`src/rtl/core/sfc_pkg.sv`:
```
package sfc_pkg;

   // frame buffer geometry
   localparam int BUF_DEPTH = 64;
   localparam int IDX_W     = $clog2(BUF_DEPTH);
   localparam int POS_W     = $clog2(BUF_DEPTH + 1);
   localparam int CHAR_W    = 7;

   // delimiters after parity strip
   localparam logic [CHAR_W-1:0] CHAR_STX = 7'h02;
   localparam logic [CHAR_W-1:0] CHAR_ETX = 7'h03;

   // command queue between front and back
   localparam int Q_DEPTH = 2;
   localparam int Q_PTR_W = $clog2(Q_DEPTH);
   localparam int Q_CNT_W = $clog2(Q_DEPTH + 1);

   typedef enum logic {
      OP_DATA  = 1'b0,
      OP_FLUSH = 1'b1
   } opcode_type;

   typedef struct packed {
      logic              en;
      logic [IDX_W-1:0]  addr;
      logic [CHAR_W-1:0] data;
   } mem_wr_type;

   typedef struct packed {
      logic             valid;
      logic [IDX_W-1:0] last_idx;
   } frame_cmd_type;

   typedef struct packed {
      logic empty;
      logic full;
   } q_stat_type;

   typedef enum logic [1:0] {
      BK_IDLE,
      BK_FETCH,
      BK_SEND
   } back_state_type;

endpackage

```
`src/rtl/core/stx_etx_frame_collector.sv`:
```
// the first byte of a frame is offered after the frame is queued and the back steps from idle through fetch
// throughput: one received word per cycle while no frame is pending
// a completed frame goes out byte by byte, each through a fetch state (registered buffer read) and then
// a send state (output), and the input stalls until its last byte is taken
// reset (synchronous, active high) clears position, delimiter flags, queue and output state;
// buffer contents are not cleared
module stx_etx_frame_collector
   import sfc_pkg::*;
(
   input  logic       clock,
   input  logic       reset,
   // received words
   input  logic       req_tvalid,
   output logic       req_tready,
   input  logic [7:0] req_tdata,   // rx_byte [7:0]
   input  logic       req_tuser,   // opcode [0]: 0 data byte, 1 fifo overflow flush
   // frame bytes out
   output logic       rsp_tvalid,
   input  logic       rsp_tready,
   output logic [7:0] rsp_tdata,   // frame_byte [6:0], zero [7]
   output logic       rsp_tlast    // frame_last
);

   logic              accept;
   mem_wr_type        mem_wr;
   frame_cmd_type     cmd_push;
   q_stat_type        q_stat;
   logic [IDX_W-1:0]  head_idx;
   logic              cmd_pop;
   logic [CHAR_W-1:0] out_byte;

   // the buffer is shared: no new word while a frame is waiting or being read out
   assign req_tready = q_stat.empty;
   assign accept     = req_tvalid && req_tready;

   // front: parity strip, delimiter tracking, buffer write
   sfc_front u_front (
      .clock    (clock),
      .reset    (reset),
      .accept   (accept),
      .opcode   (req_tuser),
      .rx_byte  (req_tdata),
      .mem_wr   (mem_wr),
      .cmd_push (cmd_push)
   );

   // completed frames waiting for read out
   sfc_queue u_queue (
      .clock    (clock),
      .reset    (reset),
      .push     (cmd_push),
      .pop      (cmd_pop),
      .head_idx (head_idx),
      .stat     (q_stat)
   );

   // back: buffer read out, one byte per output word
   sfc_back u_back (
      .clock        (clock),
      .reset        (reset),
      .mem_wr       (mem_wr),
      .cmd_empty    (q_stat.empty),
      .cmd_last_idx (head_idx),
      .cmd_pop      (cmd_pop),
      .out_valid    (rsp_tvalid),
      .out_ready    (rsp_tready),
      .out_byte     (out_byte),
      .out_last     (rsp_tlast)
   );

   assign rsp_tdata = {1'b0, out_byte};

endmodule

```
`src/rtl/core/sfc_front.sv`:
```
module sfc_front
   import sfc_pkg::*;
(
   input  logic          clock,
   input  logic          reset,
   input  logic          accept,
   input  logic          opcode,
   input  logic [7:0]    rx_byte,
   output mem_wr_type    mem_wr,
   output frame_cmd_type cmd_push
);

   logic [POS_W-1:0]  pos_ff, pos_in;
   logic              start_ff, start_in;
   logic              end_ff, end_in;
   logic [POS_W-1:0]  base_pos;
   logic              base_start;
   logic              base_end;
   logic [CHAR_W-1:0] chr;
   logic              s_now;
   logic              e_now;

   always_ff @(posedge clock) begin
      if (reset) begin
         pos_ff   <= '0;
         start_ff <= 1'b0;
         end_ff   <= 1'b0;
      end else begin
         pos_ff   <= pos_in;
         start_ff <= start_in;
         end_ff   <= end_in;
      end
   end

   always_comb begin
      // buffer full: start over before storing
      if (pos_ff >= POS_W'(BUF_DEPTH)) begin
         base_pos   = '0;
         base_start = 1'b0;
         base_end   = 1'b0;
      end else begin
         base_pos   = pos_ff;
         base_start = start_ff;
         base_end   = end_ff;
      end
      chr   = rx_byte[CHAR_W-1:0];
      s_now = base_start | (chr == CHAR_STX);
      e_now = base_end | (chr == CHAR_ETX);

      pos_in   = pos_ff;
      start_in = start_ff;
      end_in   = end_ff;

      mem_wr.en          = 1'b0;
      mem_wr.addr        = base_pos[IDX_W-1:0];
      mem_wr.data        = chr;
      cmd_push.valid     = 1'b0;
      cmd_push.last_idx  = base_pos[IDX_W-1:0];

      if (accept) begin
         if (opcode == OP_FLUSH) begin
            pos_in   = '0;
            start_in = 1'b0;
            end_in   = 1'b0;
         end else begin
            mem_wr.en = 1'b1;
            if (s_now && e_now) begin
               cmd_push.valid = 1'b1;
               pos_in         = '0;
               start_in       = 1'b0;
               end_in         = 1'b0;
            end else begin
               pos_in   = s_now ? base_pos + POS_W'(1) : base_pos;
               start_in = s_now;
               end_in   = e_now;
            end
         end
      end
   end

endmodule

```
`src/rtl/core/sfc_queue.sv`:
```
module sfc_queue
   import sfc_pkg::*;
(
   input  logic             clock,
   input  logic             reset,
   input  frame_cmd_type    push,
   input  logic             pop,
   output logic [IDX_W-1:0] head_idx,
   output q_stat_type       stat
);

   logic [IDX_W-1:0]   entry_ff [Q_DEPTH];
   logic [Q_PTR_W-1:0] wr_ptr_ff, wr_ptr_in;
   logic [Q_PTR_W-1:0] rd_ptr_ff, rd_ptr_in;
   logic [Q_CNT_W-1:0] count_ff, count_in;
   logic               do_push;
   logic               do_pop;

   always_ff @(posedge clock) begin
      if (reset) begin
         wr_ptr_ff <= '0;
         rd_ptr_ff <= '0;
         count_ff  <= '0;
      end else begin
         wr_ptr_ff <= wr_ptr_in;
         rd_ptr_ff <= rd_ptr_in;
         count_ff  <= count_in;
      end
   end

   always_ff @(posedge clock) begin
      if (do_push) begin
         entry_ff[wr_ptr_ff] <= push.last_idx;
      end
   end

   always_comb begin
      stat.empty = (count_ff == '0);
      stat.full  = (count_ff == Q_CNT_W'(Q_DEPTH));
      do_push    = push.valid && !stat.full;
      do_pop     = pop && !stat.empty;
      wr_ptr_in  = do_push ? wr_ptr_ff + Q_PTR_W'(1) : wr_ptr_ff;
      rd_ptr_in  = do_pop ? rd_ptr_ff + Q_PTR_W'(1) : rd_ptr_ff;
      count_in   = count_ff + Q_CNT_W'(do_push) - Q_CNT_W'(do_pop);
      head_idx   = entry_ff[rd_ptr_ff];
   end

endmodule

```
`src/rtl/core/sfc_back.sv`:
```
module sfc_back
   import sfc_pkg::*;
(
   input  logic              clock,
   input  logic              reset,
   input  mem_wr_type        mem_wr,
   input  logic              cmd_empty,
   input  logic [IDX_W-1:0]  cmd_last_idx,
   output logic              cmd_pop,
   output logic              out_valid,
   input  logic              out_ready,
   output logic [CHAR_W-1:0] out_byte,
   output logic              out_last
);

   logic [CHAR_W-1:0] frame_mem [BUF_DEPTH];
   logic [CHAR_W-1:0] rdata_ff;
   logic [IDX_W-1:0]  idx_ff, idx_in;
   back_state_type    state_ff, state_in;

   // one write port from the front, one registered read port
   always_ff @(posedge clock) begin
      if (mem_wr.en) begin
         frame_mem[mem_wr.addr] <= mem_wr.data;
      end
      rdata_ff <= frame_mem[idx_ff];
   end

   always_ff @(posedge clock) begin
      if (reset) begin
         state_ff <= BK_IDLE;
         idx_ff   <= '0;
      end else begin
         state_ff <= state_in;
         idx_ff   <= idx_in;
      end
   end

   always_comb begin
      state_in  = state_ff;
      idx_in    = idx_ff;
      cmd_pop   = 1'b0;
      out_valid = 1'b0;
      out_byte  = rdata_ff;
      out_last  = (idx_ff == cmd_last_idx);
      unique case (state_ff)
         BK_IDLE: begin
            if (!cmd_empty) begin
               idx_in   = '0;
               state_in = BK_FETCH;
            end
         end
         BK_FETCH: begin
            state_in = BK_SEND;
         end
         BK_SEND: begin
            out_valid = 1'b1;
            if (out_ready) begin
               if (out_last) begin
                  cmd_pop  = 1'b1;
                  state_in = BK_IDLE;
               end else begin
                  idx_in   = idx_ff + IDX_W'(1);
                  state_in = BK_FETCH;
               end
            end
         end
         default: begin
            state_in = BK_IDLE;
         end
      endcase
   end

endmodule

```
`config.mk`:
```
export PLATFORM = sky130hd
export DESIGN_NAME = stx_etx_frame_collector
export DESIGN_NICKNAME = d
export VERILOG_FILES = /design/src/rtl/core/sfc_pkg.sv /design/src/rtl/core/stx_etx_frame_collector.sv /design/src/rtl/core/sfc_front.sv /design/src/rtl/core/sfc_queue.sv /design/src/rtl/core/sfc_back.sv
export SDC_FILE = /design/constraint.sdc
export NUM_CORES = 1
export LEC_CHECK = 0
export ABC_CLOCK_PERIOD_IN_PS = 2200
export BUFFER_PORTS_ARGS = -buffer_cell sky130_fd_sc_hd__buf_4
export CORE_MARGIN = 1
export CORE_UTILIZATION = 45
export CTS_CLUSTER_SIZE = 12
export DETAILED_ROUTE_END_ITERATION = 10
export PLACE_DENSITY = 0.66
export SLEW_MARGIN = 30
export SYNTH_ARGS = -nofsm -noshare
export SYNTH_HDL_FRONTEND = slang
export SYNTH_SLANG_ARGS = --single-unit
```
`constraint.sdc`:
```
create_clock -name clock -period 2.2 [get_ports clock]
set_input_delay 0.11 -clock clock [delete_from_list [all_inputs] [get_ports clock]]
set_output_delay 0.11 -clock clock [all_outputs]
set_load 0.005 [all_outputs]
```
; ---- After elaboration in Yosys (flattened, before gate mapping)
; Memory sizes are Yosys's and may differ from the RTL's. A register that Yosys moved wholly into a read port is not among the register bits.
; Index checks and enable logic that the tools add are counted.
[totals]
reg_bits = 21
ram_bits = 460
memories = 2
[classes]
add_sub_neg = 6
magnitude_cmp = 1
n_eq_ne = 9
muxes = 33
n_bitwise = 2
reduce_logical = 11
[mem_list]
columns = memory, words, width, read_ports, rd_ports_with_merged_regs, write_ports, line
row1 = u_back.frame_mem, 64, 7, 1, 1, 1, sfc_back.sv:16  ; logic [CHAR_W-1:0] frame_mem [BUF_DEPTH];
row2 = u_queue.entry_ff, 2, 6, 1, 1, 1, sfc_queue.sv:12  ; logic [IDX_W-1:0] entry_ff [Q_DEPTH];
[op_table]
columns = operator, n
row1 = 7-bit 2-to-1 mux, 4
row2 = 1-bit 2-to-1 mux, 22
row3 = 6-bit 2-to-1 mux, 3
row4 = 7-bit by 2-bit == test with 1-bit output (second input constant), 2
row5 = 6-bit one-hot mux with 2 select lines, 1
row6 = 7-bit by 1-bit adder with 7-bit output (second input constant), 1
row7 = 7-bit greater-or-equal comparator (second input constant), 1
row8 = 6-bit by 1-bit adder with 6-bit output (second input constant), 1
row9 = 6-bit == test, 1
row10 = 2-bit != test (second input constant), 3
row11 = 2-bit one-hot mux with 3 select lines, 1
row12 = 2-bit == test (second input constant), 2
row13 = 1-bit logical AND, 4
row14 = 2-bit logical NOT, 2
row15 = 2-bit 2-to-1 mux, 2
row16 = 4-bit AND reduction, 1
row17 = 1-bit adder (second input constant), 2
row18 = 2-bit by 1-bit adder with 2-bit output, 1
row19 = 2-bit by 1-bit == test with 1-bit output (second input constant), 1
row20 = 1-bit logical NOT, 2
row21 = 1-bit OR, 2
row22 = 2-bit AND reduction, 1
row23 = 2-bit nonzero test, 1
row24 = 2-bit by 1-bit subtractor with 2-bit output, 1

; ---- Depth between registers and ports, before layout
[logic_depth]
ltp_word = 10
ltp_mapped = 12
mapped_depth_nobuf = 10

; ---- Modules after synthesis
; A second synthesis with hierarchy kept.
[hier_totals]
hier_cells = 1051
hier_area_um2 = 19621.3
[by_module_without_submodules]
columns = mod, n_inst, cells_per_inst, area_each_um2
row1 = sfc_back, 1, 909, 18206.2
row2 = sfc_front, 1, 93, 730.7
row3 = sfc_queue, 1, 46, 666.9
row4 = stx_etx_frame_collector, 1, 3, 17.5

; ---- Least setup slack after synthesis
; Ideal clock, no wire load.
[synth_timing]
path_kind = reg-to-reg
from = register u_queue.count_ff[1]
to = memory u_back.frame_mem[56][0] (enable)
arrival_time_ns = 2.037
required_time_ns = 1.840
path_slack_ns = -0.197
stages_incl_launch_ff = 6
path_buffers = 1
path_cell_list = dfxtp_1 > or3b_2 > clkbuf_1 > nor2_1 > nand4_1 > nor2_1
[synth_via]
elab_chain_cells = 5
[synth_rtl]
columns = item, line
row1 = from (decl), sfc_queue.sv:15  ; logic [Q_CNT_W-1:0] count_ff, count_in;
row2 = from (signal assigned), sfc_queue.sv:27  ; count_ff <= count_in;
row3 = 2-bit logical NOT, sfc_queue.sv:38  ; stat.empty = (count_ff == '0);
row4 = 1-bit logical AND, stx_etx_frame_collector.sv:34  ; assign accept = req_tvalid && req_tready;
row5 = 1-bit 2-to-1 mux, sfc_front.sv:60  ; if (accept) begin
row6 = 1-bit 2-to-1 mux, sfc_back.sv:23  ; if (mem_wr.en) begin
row7 = 1-bit 2-to-1 mux (not written as such), sfc_back.sv:24  ; frame_mem[mem_wr.addr] <= mem_wr.data;
row8 = to (decl), sfc_back.sv:16
; Every way passes these cells.

==> impl_metrics.toml <==
[floorplanning]
rows = 75
die_y_um = 210.2
core-area_sq_um = 42320
start_util = 0.4608
io_pins = 24
die_area_sq_um = 44170
die_w_um = 210.2

[flow_run]
drv_cap = 0

[sta]
fin_crit_sh = 1.064
rsz0062_at_grt = "yes"
fin_skew_ps = 35.59
slew-limit-headroom = 0.5220
hold_slack_ps = 97.99
worstMarginPinSlew_ps = 716.9
hold_violations = 0
clock.fmax_mhz = 427.3
finalWorstSetupSlack_ps = -140.1
final.min_clock_period_ps = 2340
setup-tns-final_ps = -553.7
setup_viol = 8
maxSlewViolCount = 0

[yosys]
synth_top_family_by_area = "multiplexers"
synth_cell_type_count = 59
synthCells = 975
yosys_warnings = 0
dominantRegCellSynth = "edfxtp_1"
seq_area_frac_synth = 0.7381
synth_edf_count = 460
synth-compound-area-share = 0.02284
syn_nets = 992
yosys.area_share.simple = 0.04511
muxShareOfSynthArea = 0.1653
avgSynthCellArea_sq_um = 20.00
synth-async-reset-ratio = 0
synth_adder_area_share = 0.002567
synth.cell_area_sq_um = 19500
synth-seq-cells = 489
synthXorXnorAreaFrac = 0.004491

[global_routing]
grt.total_usage = 0.2159
grt_start_max_net_pins = 65
grt_first_pass_wirelength_mm = 68.29
grt.overflow.total = 0
grt_antenna_before_repair = 3
grt_pass1_vias = 10370

[placement]
dp.cells = 1675
dp_hpwl_mm = 29.35
routabilityCongestion = 0.8202
io_buffers = 21

[setup_path]
crit_path_end_kind = "flip-flop"
path_class = "flip-flop to flip-flop"
crit_fanout = 8
critPathMaxStageDelay_ps = 550
r2r_cells = 6
arrival_ps = 2800
cp.required_ps = 2660
crit_slowest_cell = "mux4_2"
r2r_slack_ps = -140
path_cells = "buf_12 > buf_8 > mux4_2 > mux4_2 > o211ai_1 > nand2_1"
crit_path_frequent_cell = "mux4_2"
r2r_end = "u_back.out_byte[2]$_DFF_P_"
reg2reg_from = "u_back.idx_ff[0]$_SDFFE_PP0P_"
critPathLaunchType = "flip-flop"

[cells_and_area]
instances_no_fill = 1806
layout_commonest_cell = "edfxtp_1"
synthToLayoutAreaGrowth_pct = 21.60
drive_above_1_share = 0.3651
n_fill_cell = 3159
final_cell_mix = "edfxtp_1 (460), buf_4 (167), mux4_2 (120)"
nNetsFinal = 1208
utilization = 0.5603

[drt]
drtPass1Iterations = 5
wl_per_cell_um = 25.74
drtIter0Drc = 1115
drc = 0
drtAntennaViolNets = 0
vias_per_cell = 5.721
routed_wl_mm = 46.49
vias = 10330

[outcome]
violations = "setup timing"
outcome = "finished, violations left"

[clock_tree]
numCtsBuffers = 50
clkSlewWorstSetupHoldPaths_ps = 60
max-clock-path-buffers = 3
cts_tree = "built"
insertion_delay_ps = 600
htreeDepth = 2
root_buffer = "clkbuf_16"
clock_sinks = 489

[hold_path]
whs_endpoint = "u_front.pos_ff[2]$_SDFFE_PP0P_"
holdPathStages = 4
hold_class = "input pin to flip-flop"
hp-start = "req_tvalid"

[power]
power.leakage_nw = 7.617
irDropWorstVdd_mv = 0.4986
power_density_nw_per_um2 = 774.9
[worst max-delay path by stage]
| stage | startpoint | endpoint | cells past startpoint |
|---|---|---|---|
| 2_1_floorplan | u_queue.count_ff[1]$_SDFF_PP0_ | u_back.frame_mem[0][0]$_DFFE_PP_ | 5 |
| 3_3_place_gp | u_back.idx_ff[0]$_SDFFE_PP0P_ | u_back.out_byte[2]$_DFF_P_ | 6 |
| 3_5_place_dp | u_back.idx_ff[0]$_SDFFE_PP0P_ | u_back.out_byte[2]$_DFF_P_ | 6 |
| 4_1_cts | u_back.idx_ff[0]$_SDFFE_PP0P_ | u_back.out_byte[2]$_DFF_P_ | 6 |
| 5_1_grt | u_back.idx_ff[0]$_SDFFE_PP0P_ | u_back.out_byte[2]$_DFF_P_ | 6 |
| 6_report | u_back.idx_ff[0]$_SDFFE_PP0P_ | u_back.out_byte[2]$_DFF_P_ | 6 |
[cell families (layout without fill, tap and decap cells)]
kind of cell	Yosys count	after routing
flip-flops	489	489
AND/OR/NAND/NOR	189	189
multiplexers	147	147
buffers and inverters	70	322
AO/OA/AOI/OAI	65	65
XOR/XNOR	10	10
adder cells (fa/ha/maj)	4	4
other	1	3
[report_power, final]
| part | leakage [nW] | total [mW] | internal, mW | switching [mW] |
|---|---|---|---|---|
| Combinational | 2.51 | 0.278 | 0.0711 | 0.207 |
| Clock | 0.734 | 7.92 | 4.51 | 3.41 |
| Sequential | 4.38 | 10.2 | 10.2 | 0.00671 |
[registers in the layout, indices dropped and copies added (netlist names), named ones only]
name,cells
u_queue.wr_ptr_ff,1
u_front.start_ff,1
u_front.end_ff,1
u_back.idx_ff,6
u_front.pos_ff,7
u_back.out_byte,7
u_back.frame_mem,448
u_queue.entry_ff,12
u_queue.count_ff,2
u_queue.rd_ptr_ff,1
u_back.state_ff,2
[metal layers]
metal | vias to the layer above | GRT usage | part of all wire
met5 | - | 0 | 0.00022
met4 | 2 | 0.08054 | 0.030
met3 | 83 | 0.04261 | 0.066
met2 | 398 | 0.3405 | 0.48
met1 | 5426 | 0.3000 | 0.42
li1 | 4423 | - | -
[cells in the mapped netlist, types with 10 or more instances]
master	number	share of area
nand3_1	20	0.0051
buf_2	13	0.0033
a31oi_1	10	0.0032
mux2i_1	13	0.0067
dfxtp_1	29	0.030
inv_1	14	0.0027
mux4_2	110	0.13
nor2_1	80	0.015
nor2b_1	10	0.0032
clkbuf_1	20	0.0038
edfxtp_1	460	0.71
nand2_1	42	0.0081
mux4_1	23	0.031
a21oi_1	13	0.0033
[worst max-delay path, delay by kind of cell (launching register included)]
kind                   cells  cell delay, ps
AO/OA/AOI/OAI              1             330
AND/OR/NAND/NOR            1             110
flip-flops                 1             400
buffers and inverters      2             270
multiplexers               2            1080
[timing repair]
item                                    CTS  global route
endpoints found under the setup margin  158            11
gates resized for setup                  27            23
pin swaps                                10            13
hold buffers                              8             0
endpoints found under the hold margin    36             0
setup buffers                             8            23
cloned                                    3             2
[stage by stage]
step | setup WS (ps) | total power [mW] | area, sq um
2_1_floorplan | -174.7 | 10.42 | 19590
3_3_place_gp | -341.5 | 10.63 | 21620
3_5_place_dp | -355.4 | 10.64 | 21620
4_1_cts | -199.2 | 18.50 | 23480
5_1_grt | -146.9 | 18.87 | 23710
6_report | -140.1 | 18.38 | 23710
[layout make-up]
type                       instances  area, sq um  area share
timing repair buffer             220         2193     0.09250
tap                              577        721.9     0.03045
inverter                          14        52.55    0.002216
sequential                       489        14410      0.6076
multi-input combinational        416         4815      0.2030
clock inverter                    15        158.9    0.006701
antenna                            2        5.005   0.0002111
clock buffer                      73         1358     0.05725
No activity file was read; power rests on OpenSTA's default activity.
